--- config.mk ---
export PLATFORM = sky130hd
export DESIGN_NAME = pld_sqrt
export DESIGN_NICKNAME = d
export VERILOG_FILES = /design/src/hdl/pld_pkg.sv /design/src/hdl/pld_sqrt.sv
export SDC_FILE = /design/constraint.sdc
export NUM_CORES = 2
export LEC_CHECK = 0
export ABC_AREA = 1
export BUFFER_PORTS_ARGS = -buffer_cell sky130_fd_sc_hd__buf_2
export CAP_MARGIN = 10
export CORE_ASPECT_RATIO = 1.5
export CORE_MARGIN = 10
export CORE_UTILIZATION = 45
export DETAILED_ROUTE_END_ITERATION = 12
export SETUP_SLACK_MARGIN = 0.02
export SYNTH_ARGS = -nofsm -noshare
export SYNTH_HDL_FRONTEND = slang
export SYNTH_SLANG_ARGS = --single-unit
--- constraint.sdc ---
create_clock -name clk -period 3.75 [get_ports clk]
set_clock_uncertainty 0.15 [all_clocks]
set_input_delay 0.5625 -clock clk [delete_from_list [all_inputs] [get_ports clk]]
set_output_delay 0.5625 -clock clk [all_outputs]
set_load 0.05 [all_outputs]
--- src/hdl/pld_pkg.sv ---
package pld_pkg;

  localparam int CoordW = 16;
  localparam int AbW = CoordW + 1;
  localparam int CW = 2 * CoordW + 1;
  localparam int ProdW = AbW + CoordW;
  localparam int SqW = 2 * AbW;
  localparam int NumW = CW + 2;
  localparam int NW = NumW - 1;
  localparam int SW = 2 * CoordW + 1;
  localparam int NLo = NW / 2;
  localparam int NHi = NW - NLo;
  localparam int PpW = NHi + NLo;
  localparam int NNW = 2 * NW;
  localparam int QW = 36;
  localparam int RootW = QW / 2;
  localparam int RemW = RootW + 3;
  localparam int DistW = 17;
  localparam logic [DistW-1:0] DistMax = {DistW{1'b1}};
  localparam int FrontStages = 5;
  localparam int Latency = FrontStages + 1 + QW + RootW + 1;

  typedef struct packed {
    logic signed [AbW-1:0] a;
    logic signed [AbW-1:0] b;
    logic signed [CW-1:0] c;
    logic degen;
  } side_t;

endpackage

--- src/hdl/pld_sqrt.sv ---
module pld_sqrt (
  input  logic clk,
  input  logic rst,
  input  logic in_v,
  input  pld_pkg::side_t in_side,
  input  logic [pld_pkg::QW-1:0] in_q,
  input  logic in_sat,
  output logic out_v,
  output pld_pkg::side_t out_side,
  output logic [pld_pkg::RootW-1:0] out_root,
  output logic out_sat
);

  logic st_v [0:pld_pkg::RootW];
  pld_pkg::side_t st_side [0:pld_pkg::RootW];
  logic [pld_pkg::QW-1:0] st_q [0:pld_pkg::RootW];
  logic [pld_pkg::RemW-1:0] st_rem [0:pld_pkg::RootW];
  logic [pld_pkg::RootW-1:0] st_root [0:pld_pkg::RootW];
  logic st_sat [0:pld_pkg::RootW];

  assign st_v[0] = in_v;
  assign st_side[0] = in_side;
  assign st_q[0] = in_q;
  assign st_rem[0] = '0;
  assign st_root[0] = '0;
  assign st_sat[0] = in_sat;

  // One root bit per stage: two radicand bits enter the remainder each time.
  for (genvar k = 0; k < pld_pkg::RootW; k++) begin : g_step
    logic [pld_pkg::RemW-1:0] t;
    logic [pld_pkg::RemW-1:0] trial;
    logic ge;

    assign t = {st_rem[k][pld_pkg::RemW-3:0], st_q[k][pld_pkg::QW-1:pld_pkg::QW-2]};
    assign trial = {1'b0, st_root[k], 2'b01};
    assign ge = t >= trial;

    always_ff @(posedge clk) begin
      if (rst) begin
        st_v[k+1] <= 1'b0;
      end else begin
        st_v[k+1] <= st_v[k];
      end
    end

    always_ff @(posedge clk) begin
      st_side[k+1] <= st_side[k];
      st_sat[k+1] <= st_sat[k];
      st_q[k+1] <= {st_q[k][pld_pkg::QW-3:0], 2'b00};
      st_rem[k+1] <= ge ? t - trial : t;
      st_root[k+1] <= {st_root[k][pld_pkg::RootW-2:0], ge};
    end
  end

  assign out_v = st_v[pld_pkg::RootW];
  assign out_side = st_side[pld_pkg::RootW];
  assign out_root = st_root[pld_pkg::RootW];
  assign out_sat = st_sat[pld_pkg::RootW];

endmodule

# Word-level counts from Yosys, hierarchy flattened
# Cells that the tools add are included.
# word_totals
out_inout_bits	88
romBits	0
word_cells	213
in_bits	108
ff_bits	2044
memories	0
latchBits	0
ramBits	0
# classes
n_bitwise	0
n_shift	0
reduce_logical	0
n_eq_ne	0
mul	0
n_lt_le_gt_ge	18
add_sub_neg	17
div_mod_pow	0
mux	17
# op_table
cell	n
$mux 19	16
$ge 21x10->1	1
$ge 21x11->1	1
$ge 21x12->1	1
$ge 21x13->1	1
$ge 21x14->1	1
$ge 21x15->1	1
$ge 21x16->1	1
$ge 21x17->1	1
$ge 21x18->1	1
$ge 21x19->1	1
$ge 21x3->1	1
$ge 21x4->1	1
$ge 21x5->1	1
$ge 21x6->1	1
$ge 21x7->1	1
$ge 21x8->1	1
$ge 21x9->1	1
$sub 19x10->19	1
$sub 19x11->19	1
$sub 19x12->19	1
$sub 19x13->19	1
$sub 19x14->19	1
$sub 19x15->19	1
other kinds (13)	13

# Depth between registers and ports, before layout
# logic_depth
ltp_word	2
depth_mapped	14
mapped_depth_nobuf	14

# Worst setup path after synthesis
# OpenSTA, ideal clock, no wires.
# synth_timing
path_type	reg-to-reg
startpoint	reg st_root (netlist bit g_step[1].trial[2])
endpoint	reg st_rem (netlist bit g_step[2].t[19])
path_buffers	1
synth_period_minus_slack_ns	1.922
path_slack_ns	1.828
setup_ns	0.130
t_required_ns	3.470
t_arrival_ns	1.641
stages_incl_launch_ff	10
path_cell_list	dfxtp_1 -> inv_1 -> ha_1 -> a21oi_1 -> nand2_1 -> inv_1 -> ha_1 -> and2_1 -> clkbuf_1 -> o21ai_0
# synth_via
elab_chain_cells	2
elab_cells_between_ends	3
classes_between	add/sub: 1; order compare: 1; mux: 1
# synth_rtl
element	line_no	text
from (decl)	pld_sqrt.sv:18	logic [pld_pkg::RootW-1:0] st_root [0:pld_pkg::RootW];
from (signal, indexed assignment)	pld_sqrt.sv:51	st_root[k+1] <= {st_root[k][pld_pkg::RootW-2:0], ge};
$sub 19x3->19 or $ge 21x3->1 (tied branches)	pld_sqrt.sv:50, pld_sqrt.sv:36	
$mux 19 *	pld_sqrt.sv:50	st_rem[k+1] <= ge ? t - trial : t;
to (signal, indexed assignment)	pld_sqrt.sv:50	
to (decl)	pld_sqrt.sv:17	logic [pld_pkg::RemW-1:0] st_rem [0:pld_pkg::RootW];
# Every way passes the cells marked *; elsewhere a longest branch is shown, timed or not.
# A chain may end at the register's enable or synchronous reset.

# Worst setup path after layout
# layout_timing
startpoint	reg st_root (netlist bit g_step[2].trial[2])
endpoint	reg st_rem (netlist bit g_step[3].t[19])
# layout_via
elab_chain_cells	2
elab_cells_between_ends	3
classes_between	add/sub: 1; order compare: 1; mux: 1
# layout_rtl
element	line_no
$sub 19x4->19 or $ge 21x4->1 (tied branches)	pld_sqrt.sv:50, pld_sqrt.sv:36
$mux 19 *	pld_sqrt.sv:50
# Marked as above.

==> flow_metrics.env <==
export IMPL_status="finished, final reports clean"
export IMPL_cts_root_buf="clkbuf_16"
export IMPL_reg2reg_slack_ns=1.08
export IMPL_place_hpwl_mm=86.7
export IMPL_clkTransAtPathRegs_ns=0.06
export IMPL_critPathRequiredTime_ns=4.28
export IMPL_grt_pass1_vias=35000
export IMPL_clk_latency_ns=0.79
export IMPL_postSynth_asyncResetShare_pct=0
export IMPL_drtAntennaViolNets=0
export IMPL_rr_worst_depth=10
export IMPL_drt_total_wl_mm=114
export IMPL_vias=34700
export IMPL_cts_buffers=176
export IMPL_worst_pin_slew_ns=0.816
export IMPL_synth_warnings=0
export IMPL_vias_per_cell=4.39
export IMPL_synthFlopType="dfxtp_1"
export IMPL_synth_enable_flop_cells=0
export IMPL_final_common_cell="dfxtp_1"
export IMPL_portBuffers=195
export IMPL_drive_gt1_share_pct=9.63
export IMPL_setup_tns_final_ns=0
export IMPL_dr_pass1_iters=6
export IMPL_diodes=0
export IMPL_final_cell_mix="dfxtp_1, nand2_1, inv_1"
export IMPL_seq_area_um2=40800
export IMPL_setup_viol_count_final=0
export IMPL_fin_crit_sh_pct=71.1
export IMPL_synthCells=5664
export IMPL_die_area_um2=146000
export IMPL_drtIter0Drc=1331
export IMPL_setup_ws_ns=1.08
export IMPL_postCtsSetupBuffers=0
export IMPL_hold_viol=0
export IMPL_ys_seq_elements=2038
export IMPL_grt_overflow=0
export IMPL_endpoint="g_step[3].t[19]"
export IMPL_cp_max_fo=11
export IMPL_rr_endpoint="g_step[3].t[19]"
export IMPL_cts_sinks=2038
export IMPL_grt_max_degree=26
export IMPL_max_cap_violations=0
export IMPL_die_w_um=315
export IMPL_multiInputGateArea_um2=14500
export IMPL_netlist_area_um2=58700
export IMPL_routedWlPerCell_um=14.4
export IMPL_coreArea_um2=130000
export IMPL_cp_end_kind="register"
export IMPL_max_vdd_ir_drop_mv=0.572
export IMPL_dp_slack_ns=1.06
export IMPL_antenna_found_initial=2
export IMPL_synth_cell_types=54
export IMPL_r2r_start="g_step[2].trial[2]"
export IMPL_hold_path_class="reg2reg"
export IMPL_cts_tree="yes"
export IMPL_fmax_ghz=0.375
export IMPL_syn_avg_cell_area_um2=10.4
export IMPL_ys_seq_area_share_pct=69.5
export IMPL_critPathLaunch="g_step[2].trial[2]"
export IMPL_crit_type="reg2reg"
export IMPL_drc=0
export IMPL_worstPathArrival_ns=3.20
export IMPL_start_util_pct=45.2
export IMPL_htreeDepth=4
export IMPL_synth_nets=5962
export IMPL_fillCellCount=11600
export IMPL_cts_buffer_depth=3
export IMPL_slew_violations=0
export IMPL_fin_nets=6343
export IMPL_fp_row_count=162
export IMPL_relSlewSlack_pct=45.4
export IMPL_power_density_nw_per_um2=745
export IMPL_grt_pass1_wl_mm=178
export IMPL_io_pins=196
export IMPL_instances_no_fill=7903
export IMPL_fp_dieH_um=462
export IMPL_hold_ws_ns=0.135
export IMPL_area_growth_pct=16.3
export IMPL_place_gp_congestion=0.905
export IMPL_grt_total_usage_pct=15.5
export IMPL_p_leak_nw=33.2
export IMPL_rsz0062_at_grt="false"
export IMPL_startpoint_type="register"
export IMPL_dp_cells=7480
export IMPL_finalCriticalPeriod_ns=2.67
==> layout make-up <==
type                            instances  area share (%)
Timing Repair Buffer                  308            3.07
Clock buffer                          232            7.24
Tap cell                             1722            3.16
Clock inverter                         82            1.73
Sequential cell                      2038            59.8
Inverter                              702            3.87
Multi-Input combinational cell       2819            21.2
==> cell usage after synthesis (10+ instances only) <==
| master | n | area (µm²) |
|---|---|---|
| a21oi_2 | 13 | 114 |
| buf_4 | 84 | 631 |
| inv_2 | 12 | 45.0 |
| xor2_1 | 93 | 815 |
| nand3_1 | 266 | 1330 |
| ha_1 | 190 | 2380 |
| xnor2_1 | 42 | 368 |
| inv_1 | 688 | 2580 |
| a21oi_1 | 159 | 796 |
| nand4_1 | 42 | 263 |
| nand3b_1 | 35 | 263 |
| dfxtp_1 | 2038 | 40800 |
| buf_6 | 14 | 158 |
| nor3_2 | 10 | 100 |
| nand2_2 | 25 | 156 |
| o21ai_1 | 29 | 145 |
| nor3_1 | 27 | 135 |
| nand2_1 | 1370 | 5140 |
| o21ai_0 | 86 | 430 |
| nor2_2 | 12 | 75.1 |
| nor2_1 | 345 | 1290 |
==> cells by family (layout without fill, tap and decap cells) <==
| group | after synthesis | count (layout) | synth area share [%] |
|---|---|---|---|
| DFF | 2038 | 2038 | 69.5 |
| other | 1 | 1 | 0.00638 |
| and+or+nand+nor | 2178 | 2178 | 15.6 |
| xor gates and xnor gates | 136 | 136 | 2.04 |
| AOI/OAI and AO/OA | 314 | 314 | 2.92 |
| buffers and inverters | 807 | 1324 | 5.92 |
| adders and majority gates | 190 | 190 | 4.05 |
==> layer usage <==
metal / global-route usage [%] / wire length (µm)
met5: 0 / 0
met4: 9.13 / 6610
met3: 3.07 / 4070
met2: 30.2 / 61800
met1: 14.6 / 41300
==> how the worst min path moves through the flow <==
stage | startpoint | to | slack, ns | cells after the start
6_report | st_side[937] | st_side[869] | 0.13 | 0
5_1_grt | st_side[787] | st_side[719] | 0.13 | 0
4_1_cts | st_side[997] | st_side[929] | 0.14 | 0
3_5_place_dp | st_side[986] | st_side[918] | 0.16 | 0
3_3_place_gp | st_side[960] | st_side[892] | 0.16 | 0
2_1_floorplan | st_q[356] | g_step[10].t[0] | 0.16 | 0
==> sequential cells by signal, indices dropped and copies added, names as in the netlist <==
| name | count |
|---|---|
| st_v | 17 |
| st_q | 272 |
| out_v | 1 |
| st_side | 1156 |
| g_step.trial | 153 |
| out_sat | 1 |
| st_sat | 17 |
| out_root | 18 |
| g_step.t | 335 |
| out_side | 68 |
==> worst max-delay path, cell delays in order, from the launching register on <==
cell,delay (ns)
dfxtp_1,0.36
inv_1,0.05
ha_1,0.35
o21ai_1,0.11
nand2_1,0.11
a21oi_2,0.37
nand2_1,0.12
nor2_1,0.66
nor2_1,0.15
nand2_1,0.10
nand2_1,0.05
==> power by group <==
group | internal [mW] | total, mW | switching, mW
Clock | 10.6 | 18.5 | 7.89
Combinational | 2.45 | 7.24 | 4.78
Sequential | 23.9 | 25.1 | 1.21
Total | 37.0 | 50.8 | 13.9
==> stage by stage <==
stage                     cell area [µm²]  utilization [%]  total power [mW]
after global routing                68300             52.6              53.6
after global placement              61100             47.0              32.8
after floorplan                     58700                -              30.6
after detailed placement            61100             47.0              32.8
after CTS                           68300             52.6              51.7
final                               68300             52.6              50.8
==> timing repair <==
| action | CTS | global route |
|---|---|---|
| gates resized for setup | 0 | 0 |
| hold buffers | 109 | 0 |
| hold endpoints to repair | 124 | 0 |
No activity file was read; power rests on OpenSTA's default activity.
